<file path="src/hw/rtl/fms_pkg.sv">
// Shared types, codes and helpers of the flap and measure sequencer.
`default_nettype none
package fms_pkg;

    localparam int unsigned TOD_W      = 17;
    localparam int unsigned SLOT_W     = 9;
    localparam int unsigned BUF_DEPTH  = 256;
    localparam int unsigned CFG_IDX_W  = 3;
    localparam int unsigned CFG_DATA_W = 10;
    localparam logic [TOD_W-1:0] DAY_SECONDS = 17'd86400;

    localparam logic [CFG_IDX_W-1:0] REG_FLAP_TIMEOUT  = 3'd0;
    localparam logic [CFG_IDX_W-1:0] REG_LOG_INTERVAL  = 3'd1;
    localparam logic [CFG_IDX_W-1:0] REG_FLOW_TIME     = 3'd2;
    localparam logic [CFG_IDX_W-1:0] REG_MOIST_TIME    = 3'd3;
    localparam logic [CFG_IDX_W-1:0] REG_MUTE_TICKS    = 3'd4;

    localparam logic [2:0] SEQ_INIT  = 3'd0;
    localparam logic [2:0] SEQ_FLOW  = 3'd1;
    localparam logic [2:0] SEQ_MOIST = 3'd2;
    localparam logic [2:0] SEQ_CLOSE = 3'd3;
    localparam logic [2:0] SEQ_OPEN  = 3'd4;

    localparam logic [1:0] FL_OPENED  = 2'd0;
    localparam logic [1:0] FL_OPENING = 2'd1;
    localparam logic [1:0] FL_CLOSED  = 2'd2;
    localparam logic [1:0] FL_CLOSING = 2'd3;

    localparam logic [2:0] FR_MOVING     = 3'd0;
    localparam logic [2:0] FR_DONE       = 3'd1;
    localparam logic [2:0] FR_OPEN_FAIL  = 3'd2;
    localparam logic [2:0] FR_CLOSE_FAIL = 3'd3;
    localparam logic [2:0] FR_NOT_ASKED  = 3'd4;

    localparam logic [1:0] LOG_NONE  = 2'd0;
    localparam logic [1:0] LOG_INFO  = 2'd1;
    localparam logic [1:0] LOG_FLOW  = 2'd2;
    localparam logic [1:0] LOG_MOIST = 2'd3;

    typedef struct packed {
        logic [1:0]       mode;
        logic             homing;
        logic [TOD_W-1:0] travel_start;
        logic             line_a;
        logic             line_b;
    } t_flap_st;

    // seconds from start to now, wrapping at midnight
    function automatic logic [TOD_W-1:0] elapsed(input logic [TOD_W-1:0] now,
                                                 input logic [TOD_W-1:0] start);
        logic [TOD_W-1:0] diff;
        diff = now - start;
        if (now < start) begin
            diff = diff + DAY_SECONDS;
        end
        return diff;
    endfunction

endpackage
`default_nettype wire

</file>
<file path="src/hw/rtl/fms_flap.sv">
// Flap motor controller: homing, limit-switch arrival and travel timeout for one tick.
`default_nettype none
module fms_flap (
    input  fms_pkg::t_flap_st                 i_st,
    input  logic                              i_want_close,
    input  logic [fms_pkg::TOD_W-1:0]         i_now,
    input  logic                              i_open_n,
    input  logic                              i_closed_n,
    input  logic [7:0]                        i_timeout,
    output fms_pkg::t_flap_st                 o_st,
    output logic [2:0]                        o_fres,
    output logic                              o_mute_start
);
    import fms_pkg::*;

    logic w_expired;

    assign w_expired = elapsed(i_now, i_st.travel_start) > {{(TOD_W-8){1'b0}}, i_timeout};

    always_comb begin
        o_st         = i_st;
        o_fres       = FR_DONE;
        o_mute_start = 1'b0;
        unique case (i_st.mode)
            FL_OPENED: begin
                o_st.line_a = 1'b0;
                o_st.line_b = 1'b0;
                if (i_want_close) begin
                    o_st.line_a       = 1'b1;
                    o_st.line_b       = 1'b1;
                    o_st.travel_start = i_now;
                    o_st.mode         = FL_CLOSING;
                    o_mute_start      = 1'b1;
                    o_fres            = FR_MOVING;
                end else if (i_st.homing) begin
                    if (!i_open_n) begin
                        o_st.homing = 1'b0;
                    end else begin
                        o_st.line_a       = 1'b1;
                        o_st.mode         = FL_OPENING;
                        o_st.travel_start = i_now;
                        o_fres            = FR_MOVING;
                    end
                end
            end
            FL_CLOSED: begin
                o_st.line_a = 1'b0;
                o_st.line_b = 1'b0;
                if (!i_want_close) begin
                    o_st.line_a       = 1'b1;
                    o_st.travel_start = i_now;
                    o_st.mode         = FL_OPENING;
                    o_fres            = FR_MOVING;
                end
            end
            FL_OPENING: begin
                o_fres = FR_MOVING;
                if (!i_open_n) begin
                    o_st.mode   = FL_OPENED;
                    o_st.homing = 1'b0;
                end
                if (w_expired) begin
                    o_st.line_a = 1'b0;
                    o_st.line_b = 1'b0;
                    if (o_st.homing) begin
                        o_st.homing = 1'b0;
                        o_st.mode   = FL_OPENED;
                        o_fres      = FR_DONE;
                    end else begin
                        o_st.mode = FL_CLOSED;
                        o_fres    = FR_OPEN_FAIL;
                    end
                end
            end
            default: begin
                o_fres = FR_MOVING;
                if (!i_closed_n) begin
                    o_st.mode = FL_CLOSED;
                end
                if (w_expired) begin
                    o_st.line_a = 1'b0;
                    o_st.line_b = 1'b0;
                    o_st.mode   = FL_OPENED;
                    o_fres      = FR_CLOSE_FAIL;
                end
            end
        endcase
    end

endmodule
`default_nettype wire

</file>
<file path="src/hw/rtl/flap_and_measure_sequencer.sv">
// Top level: tick sequencer for flap travel, flow and moisture measurement and siren mute.
//
//  channel  direction  handshake                  payload
//  in       sink       i_in_valid / o_in_ready    time_of_day, open_limit_n, closed_limit_n
//  out      source     o_out_valid / i_out_ready  drive, mute, measure, slot, log, states
//  cfg      sink       i_cfg_wr_en (no wait)      i_cfg_idx, i_cfg_wdata
//
//  One tick per clock while the result is not stalled: each tick updates the state and loads
//  the result register in the cycle it is taken, so the result shows in the cycle after acceptance.
//  A new tick is taken while the result register is empty or being drained.
//  Reset is synchronous; the block is ready as soon as reset is released.
//  A stalled result holds, together with all state, until it is taken.
`default_nettype none
module flap_and_measure_sequencer (
    input  logic                              i_clk,
    input  logic                              i_rst_n,
    input  logic                              i_cfg_wr_en,
    input  logic [fms_pkg::CFG_IDX_W-1:0]     i_cfg_idx,
    input  logic [fms_pkg::CFG_DATA_W-1:0]    i_cfg_wdata,
    input  logic                              i_in_valid,
    output logic                              o_in_ready,
    input  logic [16:0]                       i_time_of_day,
    input  logic                              i_open_limit_n,
    input  logic                              i_closed_limit_n,
    output logic                              o_out_valid,
    input  logic                              i_out_ready,
    output logic                              o_drive_open,
    output logic                              o_drive_close,
    output logic                              o_siren_muted,
    output logic                              o_measure_now,
    output logic                              o_measure_with_cvd,
    output logic [8:0]                        o_sample_slot,
    output logic [1:0]                        o_log_kind,
    output logic [2:0]                        o_sequence_state,
    output logic [1:0]                        o_flap_state,
    output logic [2:0]                        o_flap_result
);
    import fms_pkg::*;

    logic [7:0]        r_flap_timeout;
    logic [7:0]        r_log_interval;
    logic [9:0]        r_flow_time;
    logic [9:0]        r_moist_time;
    logic [7:0]        r_mute_ticks;

    logic [2:0]        r_seq, n_seq;
    t_flap_st          r_flap, n_flap;
    logic [TOD_W-1:0]  r_phase_start, n_phase_start;
    logic [TOD_W-1:0]  r_flush_start, n_flush_start;
    logic [SLOT_W-1:0] r_slot_count, n_slot_count;
    logic              r_mute_active, n_mute_active;
    logic [7:0]        r_mute_left, n_mute_left;

    logic              r_out_valid;
    logic              r_meas, n_meas;
    logic              r_cvd, n_cvd;
    logic [SLOT_W-1:0] r_slot, n_slot;
    logic [1:0]        r_logk, n_logk;
    logic [2:0]        r_fres, n_fres;

    logic              w_accept;
    logic [TOD_W-1:0]  w_now;
    logic              w_want_close;
    t_flap_st          w_flap_next;
    logic [2:0]        w_flap_fres;
    logic              w_mute_start;
    logic              w_flow;
    logic [9:0]        w_limit;
    logic [15:0]       w_flush_span;
    logic [15:0]       w_phase_span;

    assign o_in_ready = !r_out_valid || i_out_ready;
    assign w_accept   = i_in_valid && o_in_ready;

    assign w_now = (i_time_of_day >= DAY_SECONDS) ? i_time_of_day - DAY_SECONDS
                                                  : i_time_of_day;

    assign w_want_close = (r_seq == SEQ_CLOSE);
    assign w_flow       = (r_seq == SEQ_FLOW);
    assign w_limit      = w_flow ? r_flow_time : r_moist_time;
    // times sixty as (x << 6) - (x << 2)
    assign w_flush_span = {2'b00, r_log_interval, 6'd0} - {6'd0, r_log_interval, 2'd0};
    assign w_phase_span = {w_limit, 6'd0} - {4'd0, w_limit, 2'd0};

    fms_flap u_flap (
        .i_st         (r_flap),
        .i_want_close (w_want_close),
        .i_now        (w_now),
        .i_open_n     (i_open_limit_n),
        .i_closed_n   (i_closed_limit_n),
        .i_timeout    (r_flap_timeout),
        .o_st         (w_flap_next),
        .o_fres       (w_flap_fres),
        .o_mute_start (w_mute_start)
    );

    always_comb begin
        n_seq         = r_seq;
        n_flap        = r_flap;
        n_phase_start = r_phase_start;
        n_flush_start = r_flush_start;
        n_slot_count  = r_slot_count;
        n_mute_active = r_mute_active;
        n_mute_left   = r_mute_left;
        n_meas        = 1'b0;
        n_cvd         = 1'b0;
        n_slot        = '0;
        n_logk        = LOG_NONE;
        n_fres        = FR_NOT_ASKED;

        if (r_mute_active) begin
            n_mute_left = r_mute_left - 8'd1;
            if (n_mute_left == 8'd0) begin
                n_mute_active = 1'b0;
            end
        end

        unique case (r_seq)
            SEQ_INIT: begin
                n_logk = LOG_INFO;
                n_seq  = SEQ_OPEN;
            end
            SEQ_FLOW, SEQ_MOIST: begin
                if (r_slot_count < SLOT_W'(BUF_DEPTH)) begin
                    n_slot_count = r_slot_count + SLOT_W'(1);
                end
                n_meas = 1'b1;
                n_cvd  = w_flow;
                n_slot = n_slot_count;
                if (elapsed(w_now, r_flush_start) >= {1'b0, w_flush_span}) begin
                    n_logk        = w_flow ? LOG_FLOW : LOG_MOIST;
                    n_flush_start = w_now;
                    n_slot_count  = '0;
                end
                if (elapsed(w_now, r_phase_start) >= {1'b0, w_phase_span}) begin
                    n_seq = w_flow ? SEQ_CLOSE : SEQ_OPEN;
                end
            end
            SEQ_CLOSE, SEQ_OPEN: begin
                n_flap = w_flap_next;
                n_fres = w_flap_fres;
                if (w_mute_start) begin
                    n_mute_active = 1'b1;
                    n_mute_left   = r_mute_ticks;
                end
                if (w_flap_fres == FR_DONE) begin
                    n_seq         = w_want_close ? SEQ_MOIST : SEQ_FLOW;
                    n_phase_start = w_now;
                    n_flush_start = w_now;
                end else if (w_flap_fres == FR_CLOSE_FAIL && w_want_close) begin
                    n_seq         = SEQ_FLOW;
                    n_phase_start = w_now;
                    n_flush_start = w_now;
                end else if (w_flap_fres == FR_OPEN_FAIL && !w_want_close) begin
                    n_seq         = SEQ_MOIST;
                    n_phase_start = w_now;
                    n_flush_start = w_now;
                    n_logk        = LOG_INFO;
                end
            end
            default: begin
                n_seq = SEQ_INIT;
            end
        endcase
    end

    always_ff @(posedge i_clk) begin
        if (!i_rst_n) begin
            r_flap_timeout <= 8'd30;
            r_log_interval <= 8'd10;
            r_flow_time    <= 10'd60;
            r_moist_time   <= 10'd60;
            r_mute_ticks   <= 8'd45;
        end else if (i_cfg_wr_en) begin
            unique case (i_cfg_idx)
                REG_FLAP_TIMEOUT: r_flap_timeout <= i_cfg_wdata[7:0];
                REG_LOG_INTERVAL: r_log_interval <= i_cfg_wdata[7:0];
                REG_FLOW_TIME:    r_flow_time    <= i_cfg_wdata;
                REG_MOIST_TIME:   r_moist_time   <= i_cfg_wdata;
                REG_MUTE_TICKS:   r_mute_ticks   <= i_cfg_wdata[7:0];
                default: ;
            endcase
        end
    end

    always_ff @(posedge i_clk) begin
        if (!i_rst_n) begin
            r_seq         <= SEQ_INIT;
            r_flap        <= '{mode: FL_OPENED, homing: 1'b1, travel_start: '0,
                               line_a: 1'b0, line_b: 1'b0};
            r_phase_start <= '0;
            r_flush_start <= '0;
            r_slot_count  <= '0;
            r_mute_active <= 1'b0;
            r_mute_left   <= '0;
            r_out_valid   <= 1'b0;
        end else begin
            if (w_accept) begin
                r_seq         <= n_seq;
                r_flap        <= n_flap;
                r_phase_start <= n_phase_start;
                r_flush_start <= n_flush_start;
                r_slot_count  <= n_slot_count;
                r_mute_active <= n_mute_active;
                r_mute_left   <= n_mute_left;
                r_out_valid   <= 1'b1;
            end else if (i_out_ready) begin
                r_out_valid   <= 1'b0;
            end
        end
    end

    always_ff @(posedge i_clk) begin
        if (w_accept) begin
            r_meas <= n_meas;
            r_cvd  <= n_cvd;
            r_slot <= n_slot;
            r_logk <= n_logk;
            r_fres <= n_fres;
        end
    end

    assign o_out_valid        = r_out_valid;
    assign o_drive_open       = r_flap.line_a;
    assign o_drive_close      = r_flap.line_b;
    assign o_siren_muted      = r_mute_active;
    assign o_measure_now      = r_meas;
    assign o_measure_with_cvd = r_cvd;
    assign o_sample_slot      = r_slot;
    assign o_log_kind         = r_logk;
    assign o_sequence_state   = r_seq;
    assign o_flap_state       = r_flap.mode;
    assign o_flap_result      = r_fres;

    a_close_needs_open: assert property (@(posedge i_clk) disable iff (!i_rst_n)
        o_out_valid && o_drive_close |-> o_drive_open)
        else $error("close drive without open drive");

    a_idle_slot_zero: assert property (@(posedge i_clk) disable iff (!i_rst_n)
        o_out_valid && !o_measure_now |-> o_sample_slot == '0 && !o_measure_with_cvd)
        else $error("slot or cvd set without a measurement");

    a_meas_slot_nonzero: assert property (@(posedge i_clk) disable iff (!i_rst_n)
        o_out_valid && o_measure_now |-> o_sample_slot != '0)
        else $error("measurement without a buffer slot");

    a_mute_on_close: assert property (@(posedge i_clk) disable iff (!i_rst_n)
        w_accept && w_mute_start |=> r_mute_active && r_flap.mode == FL_CLOSING)
        else $error("close start did not arm the siren mute");

endmodule
`default_nettype wire
</file>
<file path="config.mk">
export PLATFORM = sky130hd
export DESIGN_NAME = flap_and_measure_sequencer
export DESIGN_NICKNAME = d
export VERILOG_FILES = /design/src/hw/rtl/fms_pkg.sv /design/src/hw/rtl/fms_flap.sv /design/src/hw/rtl/flap_and_measure_sequencer.sv
export SDC_FILE = /design/constraint.sdc
export NUM_CORES = 1
export LEC_CHECK = 0
export BUFFER_PORTS_ARGS = -buffer_cell sky130_fd_sc_hd__buf_4
export CORE_UTILIZATION = 35
export DETAILED_ROUTE_END_ITERATION = 7
export GPL_TIMING_DRIVEN = 0
export PLACE_DENSITY = 0.59
export SKIP_CTS_REPAIR_TIMING = 1
export SYNTH_ARGS = -nofsm -noshare
export SYNTH_HDL_FRONTEND = slang
export SYNTH_HIERARCHICAL = 1
export SYNTH_SLANG_ARGS = --single-unit
</file>
<file path="constraint.sdc">
create_clock -name i_clk -period 18.8 [get_ports i_clk]
set_input_delay 1.88 -clock i_clk [delete_from_list [all_inputs] [get_ports i_clk]]
set_output_delay 1.88 -clock i_clk [all_outputs]
set_load 0.01 [all_outputs]
</file>
==> out/qor.log, run 1 <==
[status] status completed
[routing] ANT nets after route 0
[routing] First DRT Iteration DRCs 622
[synth] cell area after synthesis 0.0117 sq mm
[routing] routed via count 11136
[finish] Nets 1752
[synth] primary flip-flop cell chosen by synthesis mapping sky130_fd_sc_hd__dfxtp_1
[worst_setup_path] maximum fanout count along the critical path 10
[synth] number of instances in the synthesized netlist 1525
[placed_design] number of buffers inserted by port buffering 61
[sta] Hold Vio Cnt, Final 0
[sta] maximum clock skew at final layout 14.1 ps
[synth] Syn. warnings 6
[routing] per-cell routed wire length 16.2 um
[finish] share of cells above drive strength 1 10.5%
[clock_tree] Clk Tree Root Cell sky130_fd_sc_hd__clkbuf_16
[sta] normalized max-slew margin 3.31%
[worst_setup_path] crit path DAT 10000 ps
[synth] Post-synth top cells 235 x sky130_fd_sc_hd__nand2_1, 149 x sky130_fd_sc_hd__a21oi_1, 122 x sky130_fd_sc_hd__dfxtp_1, 122 x sky130_fd_sc_hd__inv_1, 107 x sky130_fd_sc_hd__ha_1
[sta] Finish-stage setup viols 0
[pwr] VDD IR-drop max 0.0000456 V
[routing] DR DRC count 0
[clock_tree] source-to-sink clock delay at the later pin of the worst-skew pair 420 ps
[worst_setup_path] type of the worst setup path in2reg
[clock_tree] total number of H-tree levels 4
[routing] drt pass-1 iters 5
[synth] library cell with the largest summed area after synthesis sky130_fd_sc_hd__dfxtp_1
[finish] non-filler cells in the finished layout 2060
[finish] count of antenna diodes in the layout 0
[grt] wire length of the first global-routing pass 53800 um
[grt] initial antenna violation count 0
[synth] number of distinct library cells after synthesis 102
[synth] share of flip-flops with an asynchronous set or reset after synthesis 0%
[finish] cell area after layout 0.0132 sq mm
[finish] number of filler instances in the final layout 3422
[placed_design] placed cells 2028
[clock_tree] clk sink count 138
[synth] fraction of synthesized cell area taken by the top area cell type 20.9%
[pwr] Total Power Consumption 0.00107 W
[clock_tree] Num CTS Buffers 17
[placed_design] placed wire-length estimate 26400 um
[synth] EDFF count, synth 16
[placed_design] placed instance area 0.0127 sq mm
[sta] setup repair after global routing missed its margin no
[routing] average vias per placed instance 5.41
[pwr] Net Switching 0.000409 W
[pwr] power density cells 80.6 mW/mm^2
[worst_hold_path] Hold WC Path Type reg2reg
[worst_setup_path] endpoint kind of the worst setup timing path flip-flop
[placed_design] final weighted congestion in routability-driven placement 0.883
[grt] remaining global-route overflow 0
[synth] Seq/Total Area, Yosys 25.0%
[finish] Area Overhead vs Synth 13.2%
[synth] post-synthesis register bit count 138
[clock_tree] TritonCTS clock tree yes
[die] die outline height 185 um
[die] standard cell core area 0.0327 sq mm
[synth] cell types occupying the most area after synthesis sky130_fd_sc_hd__dfxtp_1 21%, sky130_fd_sc_hd__ha_1 11%, sky130_fd_sc_hd__nand2_1 7.5%
[grt] number of global-route vias before repair 10434
[clock_tree] buffers from clock root to sink, at most 2
[pwr] fraction of power consumed by the clock network 29.0%
[synth] average cell area after synthesis 7.67 sq um
[sta] final slew viol count 0
[worst_setup_path] endpoint required time on the critical path 19140 ps
[pwr] internal power 0.000658 W
[pwr] sequential fraction of design power 29.5%
[die] initial core utilization 35.8%
[sta] Worst Hold Slack 454 ps
[worst_setup_path] element type at the critical path start input pin
[job] MaxCap Viol Count 0
[sta] transition time at the pin with the least slew margin 1440 ps
[pwr] leakage 5.04 nW
[grt] largest net degree at the start of global routing 26
[grt] total routing usage reported by global routing 19.8%
[sta] fmax 104 MHz
[sta] min Tclk post-route 9650 ps
[die] overall die area 0.0342 sq mm
[clock_tree] clock input transition at the sequential cells of the worst setup and hold paths 60 ps
[pwr] Comb power frac 41.4%
[pwr] share of total power consumed by net switching 38.3%
[die] number of top-level design ports 63
[synth] library cell with the highest instance count after synthesis sky130_fd_sc_hd__nand2_1
[sta] aggregate negative setup slack 0 ps
[sta] Period Utilization, post-route 51.4%
[die] x dimension of the die 185 um
[synth] syn_nets 1672
[routing] DRT Wirelength 33400 um
[die] row cnt 66
==> stage by stage <==
stage               worst slack [ps]  util (%)
global route                    8540      40.5
detailed placement              8720      38.9
floorplan                      10670         -
finish                          9150      40.5
CTS                             9130      40.5
global placement                8620      38.9
==> per-layer routing <==
layer / share of wire (%) / vias to the layer above / global-route usage [%]
met5: 0 / - / 0
met4: 1.6 / 0 / 4.93
met3: 3.8 / 33 / 2.40
met2: 47 / 207 / 34.4
met1: 47 / 5294 / 25.9
li1: - / 5602 / -
==> sequential cells by signal, summed over array words and instances, names as in the netlist, 2 cells and up <==
name              count
r_mute_ticks          8
o_sample_slot         9
r_flap_timeout        8
r_flow_time          10
o_flap_state          2
o_sequence_state      3
r_flush_start        17
o_flap_result         3
r_slot_count          9
r_moist_time         10
r_log_interval        8
r_phase_start        17
r_flap               18
r_mute_left           8
o_log_kind            2
==> power by group through the flow <==
stage,Clock (W),Combinational [W],Sequential (W)
2_1_floorplan,0,0.000330,0.000321
3_3_place_gp,0,0.000432,0.000321
3_5_place_dp,0,0.000439,0.000321
4_1_cts,0.000314,0.000441,0.000315
5_1_grt,0.000328,0.000494,0.000316
6_report,0.000310,0.000442,0.000315
==> cell families (layout without fill, tap and decap cells) <==
| kind of cell | Yosys count | after routing | synth area share (%) |
|---|---|---|---|
| AND/OR/NAND/NOR | 547 | 547 | 22.4 |
| AO/OA/AOI/OAI | 436 | 436 | 25.3 |
| buffers and inverters | 179 | 272 | 6.33 |
| flip-flops | 138 | 138 | 25.0 |
| adder cells (fa/ha/maj) | 110 | 110 | 12.0 |
| XOR/XNOR | 92 | 92 | 6.95 |
| multiplexers | 22 | 22 | 1.99 |
| other | 1 | 1 | 0.0321 |
==> layout by cell type, fill, tap and decap left out, types with 7 or more instances in the layout <==
cell,count
sky130_fd_sc_hd__a211oi_1,16
sky130_fd_sc_hd__a211oi_2,11
sky130_fd_sc_hd__a21o_1,21
sky130_fd_sc_hd__a21oi_1,149
sky130_fd_sc_hd__a31oi_1,17
sky130_fd_sc_hd__and2_1,13
sky130_fd_sc_hd__and3_1,10
sky130_fd_sc_hd__buf_4,65
sky130_fd_sc_hd__clkbuf_1,45
sky130_fd_sc_hd__clkbuf_16,17
sky130_fd_sc_hd__dfxtp_1,122
sky130_fd_sc_hd__edfxtp_1,16
sky130_fd_sc_hd__ha_1,107
sky130_fd_sc_hd__inv_1,122
sky130_fd_sc_hd__mux2i_1,17
sky130_fd_sc_hd__nand2_1,235
sky130_fd_sc_hd__nand2b_1,16
sky130_fd_sc_hd__nand3_1,47
sky130_fd_sc_hd__nand4_1,22
sky130_fd_sc_hd__nor2_1,97
sky130_fd_sc_hd__nor2b_1,14
sky130_fd_sc_hd__nor3_1,20
sky130_fd_sc_hd__nor4_1,11
sky130_fd_sc_hd__o211ai_1,17
sky130_fd_sc_hd__o21a_1,19
sky130_fd_sc_hd__o21ai_0,60
sky130_fd_sc_hd__o21ai_1,15
sky130_fd_sc_hd__o21bai_1,14
sky130_fd_sc_hd__o22ai_1,8
sky130_fd_sc_hd__o31a_1,7
sky130_fd_sc_hd__o31ai_1,8
sky130_fd_sc_hd__or2_2,11
sky130_fd_sc_hd__or3_1,15
sky130_fd_sc_hd__xnor2_1,55
sky130_fd_sc_hd__xor2_1,36
==> critical path, stage by stage <==
cell,delay (ps)
sky130_fd_sc_hd__buf_4,120
sky130_fd_sc_hd__ha_1,200
sky130_fd_sc_hd__or4_1,570
sky130_fd_sc_hd__a31oi_1,190
sky130_fd_sc_hd__nor4_1,80
sky130_fd_sc_hd__o21ai_1,490
sky130_fd_sc_hd__mux2i_1,420
sky130_fd_sc_hd__inv_1,240
sky130_fd_sc_hd__ha_1,320
sky130_fd_sc_hd__buf_2,170
sky130_fd_sc_hd__and3_1,200
sky130_fd_sc_hd__a21boi_1,160
sky130_fd_sc_hd__nor4_2,480
sky130_fd_sc_hd__inv_1,180
sky130_fd_sc_hd__ha_1,330
sky130_fd_sc_hd__nor3_1,550
sky130_fd_sc_hd__nor4_1,140
sky130_fd_sc_hd__o2bb2ai_1,170
sky130_fd_sc_hd__o221ai_1,360
sky130_fd_sc_hd__nor3_2,110
sky130_fd_sc_hd__a311oi_1,530
sky130_fd_sc_hd__nand2_1,170
sky130_fd_sc_hd__xor2_1,200
sky130_fd_sc_hd__nor3_1,980
sky130_fd_sc_hd__clkbuf_1,460
sky130_fd_sc_hd__nand2_1,110
sky130_fd_sc_hd__a21oi_1,170
==> layout make-up <==
type	count	area (sq um)	share of cell area (%)
inverter	123	462	3.49
buffer	56	279	2.11
tap	442	553	4.18
timing repair buffer	61	458	3.46
multi-input combinational	1208	8040	60.7
clock inverter	10	71.3	0.538
clock buffer	22	464	3.50
sequential	138	2920	22.1
==> path summary, 6_finish.rpt <==
check | from | endpoint | slack, ps | depth (start not counted)
min reg2reg | r_phase_start[16] | r_phase_start[16] | 450 | 2
min | r_phase_start[16] | r_phase_start[16] | 450 | 2
max | i_time_of_day[7] | r_phase_start[16] | 9150 | 27
max reg2reg | r_flap[2] | r_phase_start[16] | 12250 | 20
Note: power is estimated with default switching activity, not from simulation.
==> run 2, diff against run 1 <==
--- a/config.mk
+++ b/config.mk
@@ -5,11 +5,12 @@
 export SDC_FILE = /design/constraint.sdc
 export NUM_CORES = 1
 export LEC_CHECK = 0
+export ABC_AREA = 1
 export BUFFER_PORTS_ARGS = -buffer_cell sky130_fd_sc_hd__buf_4
 export CORE_UTILIZATION = 35
 export DETAILED_ROUTE_END_ITERATION = 7
 export GPL_TIMING_DRIVEN = 0
-export PLACE_DENSITY = 0.59
+export PLACE_DENSITY = 0.6
 export SKIP_CTS_REPAIR_TIMING = 1
 export SYNTH_ARGS = -nofsm -noshare
 export SYNTH_HDL_FRONTEND = slang
==> constraint.sdc (replaced) <==
create_clock -name i_clk -period 8.7 [get_ports i_clk]
set_input_delay 0.87 -clock i_clk [delete_from_list [all_inputs] [get_ports i_clk]]
set_output_delay 0.87 -clock i_clk [all_outputs]
set_load 0.01 [all_outputs]
==> out/qor.log, run 2 <==
[status] status completed
[die] x dimension of the die 188 um [+1.6%]
[sta] normalized max-slew margin 46.4% [+43 points]
[clock_tree] clk sink count 138 [unchanged]
[pwr] VDD IR-drop max 0.000111 V [+140%]
[synth] number of instances in the synthesized netlist 1908 [+25%]
[sta] Finish-stage setup viols 0 [unchanged]
[pwr] power density cells 258 mW/mm^2 [+220%]
[sta] maximum clock skew at final layout 10.9 ps [-3.27 ps]
[sta] min Tclk post-route 7310 ps
[placed_design] placed cells 2417 [+19%]
[clock_tree] clock input transition at the sequential cells of the worst setup and hold paths 70 ps [about the same]
[clock_tree] buffers from clock root to sink, at most 2 [unchanged]
[worst_setup_path] endpoint required time on the critical path 9020 ps [-10120 ps]
[die] standard cell core area 0.0337 sq mm [+3.1%]
[grt] met2 Track Usage GR 35.4% [+1.1 points]
[routing] per-cell routed wire length 14.4 um [-11%]
[finish] share of cells above drive strength 1 9.29% [-1.2 points]
[finish] most frequent standard cell in the layout excluding fill and tap cells sky130_fd_sc_hd__nand2_1
[synth] cell types occupying the most area after synthesis sky130_fd_sc_hd__dfxtp_1 20%, sky130_fd_sc_hd__nand2_1 15%, sky130_fd_sc_hd__ha_1 11%
[die] row cnt 67 [+1.5%]
[routing] drt pass-1 iters 5 [unchanged]
[finish] count of antenna diodes in the layout 0 [unchanged]
[sta] final slew viol count 0 [unchanged]
[finish] number of flip-flops in the largest register 18 [unchanged]
[routing] routed via count 12131 [+8.9%]
[clock_tree] Clk Tree Root Cell sky130_fd_sc_hd__clkbuf_16
[grt] total routing usage reported by global routing 20.2% [+0.43 points]
[grt] wire length of the first global-routing pass 57400 um [+6.7%]
[sta] Period Utilization, post-route 84.0%
[synth] Seq/Total Area, Yosys 24.2% [-0.78 points]
[grt] remaining global-route overflow 0 [unchanged]
[synth] share of flip-flops with an asynchronous set or reset after synthesis 0% [unchanged]
[worst_setup_path] crit path DAT 7630 ps [-2370 ps]
[finish] registers with the most flip-flops r_flap: 18 flops, r_flush_start: 17 flops, r_phase_start: 17 flops
[worst_hold_path] Hold WC Path Type reg2reg
[worst_setup_path] critical path startpoint i_time_of_day[1]
[finish] Nets 2136 [+22%]
[synth] number of distinct library cells after synthesis 58 [-43%]
[worst_setup_path] most frequent cell on the critical path sky130_fd_sc_hd__nor2_1
[synth] syn_nets 2055 [+23%]
[worst_setup_path] maximum fanout count along the critical path 10 [unchanged]
[synth] Syn. warnings 6 [unchanged]
[die] overall die area 0.0352 sq mm [+3.2%]
[finish] non-filler cells in the finished layout 2450 [+19%]
[finish] Area Overhead vs Synth 13.7%
[worst_setup_path] length in cells of the worst reg-to-reg path 33 [+65%]
[worst_setup_path] largest incremental delay on the critical path 480 ps [-500 ps]
[synth] library cell with the largest summed area after synthesis sky130_fd_sc_hd__dfxtp_1
[finish] Most flops, register r_flap
[die] die outline height 188 um [+1.6%]
[finish] most frequent cells in the layout 468 x sky130_fd_sc_hd__nand2_1, 301 x sky130_fd_sc_hd__inv_1, 200 x sky130_fd_sc_hd__nor2_1, 143 x sky130_fd_sc_hd__nand3_1, 128 x sky130_fd_sc_hd__o21ai_0
[pwr] leakage 6.79 nW [+35%]
[grt] GR peak layer met2
[clock_tree] source-to-sink clock delay at the later pin of the worst-skew pair 430 ps [about the same]
[sta] fmax 137 MHz
[worst_setup_path] worst flop-to-flop path endpoint r_flush_start[15]
[sta] Hold Vio Cnt, Final 0 [unchanged]
[routing] ANT nets after route 0 [unchanged]
[sta] aggregate negative setup slack 0 ps [unchanged]
[finish] cell area after layout 0.0137 sq mm [+3.7%]
[routing] First DRT Iteration DRCs 798 [+28%]
[sta] transition time at the pin with the least slew margin 799 ps [-642 ps]
[routing] DR DRC count 0 [unchanged]
[placed_design] final weighted congestion in routability-driven placement 0.898 [+1.7%]
[worst_setup_path] element type at the critical path start input pin
[worst_hold_path] number of cells on the worst hold path 2 [unchanged]
[worst_setup_path] R2R setup slack 3580 ps [-8670 ps]
[worst_setup_path] slowest stage cell, crit path sky130_fd_sc_hd__o311ai_0
[finish] utilization after layout 40.7% [+0.24 points]
[die] initial core utilization 35.8% [+0.054 points]
[synth] Post-synth top cells 468 x sky130_fd_sc_hd__nand2_1, 301 x sky130_fd_sc_hd__inv_1, 200 x sky130_fd_sc_hd__nor2_1, 143 x sky130_fd_sc_hd__nand3_1, 128 x sky130_fd_sc_hd__o21ai_0
[synth] primary flip-flop cell chosen by synthesis mapping sky130_fd_sc_hd__dfxtp_1
[clock_tree] total number of H-tree levels 4 [unchanged]
[worst_setup_path] endpoint kind of the worst setup timing path flip-flop
[synth] cell area after synthesis 0.0121 sq mm [+3.2%]
[grt] met3 Track Usage GR 2.45% [+0.053 points]
[synth] fraction of synthesized cell area taken by the top area cell type 20.2% [-0.65 points]
[grt] initial antenna violation count 0 [unchanged]
[routing] average vias per placed instance 4.95 [-8.4%]
[synth] post-synthesis register bit count 138 [unchanged]
[worst_setup_path] type of the worst setup path in2reg
[clock_tree] TritonCTS clock tree yes
[die] number of top-level design ports 63 [unchanged]
[placed_design] number of buffers inserted by port buffering 61 [unchanged]
[worst_setup_path] launch instance of the worst register-to-register path r_flap[2]
[grt] number of global-route vias before repair 11584 [+11%]
[worst_setup_path] worst setup path endpoint r_flush_start[15]
[synth] average cell area after synthesis 6.33 sq um [-18%]
[routing] DRT Wirelength 35400 um [+5.9%]
[grt] largest net degree at the start of global routing 26 [unchanged]
[grt] met1 demand-to-capacity share in global routing 25.5% [-0.38 points]
[job] MaxCap Viol Count 0 [unchanged]
[synth] EDFF count, synth 16 [unchanged]
[clock_tree] Num CTS Buffers 17 [unchanged]
[sta] setup repair after global routing missed its margin no
[synth] library cell with the highest instance count after synthesis sky130_fd_sc_hd__nand2_1
[placed_design] placed instance area 0.0131 sq mm [+3.0%]
[placed_design] placed wire-length estimate 28700 um [+8.6%]
[run 2: how the worst min path moves through the flow]
stage               slack (ps)            start              end
global route               480  r_moist_time[9]  r_moist_time[9]
global placement           430   r_flow_time[4]   r_flow_time[4]
CTS                        460   r_flow_time[5]   r_flow_time[5]
floorplan                  420  r_moist_time[4]  r_moist_time[4]
detailed placement         440   r_flow_time[5]   r_flow_time[5]
finish                     450   r_flow_time[5]   r_flow_time[5]
[run 2: report_power, final]
| part | internal [W] | total (W) | switching (W) | leakage (nW) |
|---|---|---|---|---|
| Sequential | 0.000728 | 0.000783 | 0.0000552 | 1.15 |
| Combinational | 0.000705 | 0.00197 | 0.00126 | 5.33 |
| Clock | 0.000464 | 0.000793 | 0.000329 | 0.300 |
[run 2: final cells by class]
cell class                 instances  area [sq um]
buffer                            39           200
clock buffer                      17           425
clock inverter                    15           206
fill                            3654         20000
inverter                         314          1180
multi-input combinational       1417          7770
sequential                       138          2920
tap                              448           561
timing repair buffer              62           465
[run 2: cells by family (layout without fill, tap and decap cells)]
group	count (synthesis)	count (layout)	synth area share (%)
other	1	1	0.0311
buffers and inverters	353	447	11.4
and+or+nand+nor	930	930	33.5
AOI/OAI and AO/OA	299	299	13.6
DFF	138	138	24.2
adders and majority gates	110	110	11.6
muxes	1	1	0.0829
xor gates and xnor gates	76	76	5.51
[run 2: critical path, delay by kind of cell]
kind	cells	cell delay [ps]
AOI/OAI and AO/OA	4	1220
xor gates and xnor gates	2	560
adders and majority gates	2	720
buffers and inverters	5	1210
and+or+nand+nor	21	3030
[run 2: metrics by stage]
step                      total power [W]  hold slack (ps)  setup slack [ps]
final                             0.00354              455              1390
after detailed placement          0.00275              437               972
after floorplan                   0.00228              421              2950
after global placement            0.00272              432              1060
after global routing              0.00387              482               917
after CTS                         0.00356              456              1410
[run 2: metal layers]
| metal | vias up | routed length, um |
|---|---|---|
| li1 | 6305 | - |
| met3 | 46 | 1180 |
| met1 | 5546 | 16500 |
| met2 | 234 | 16900 |
| met5 | - | 0 |
| met4 | 0 | 812 |
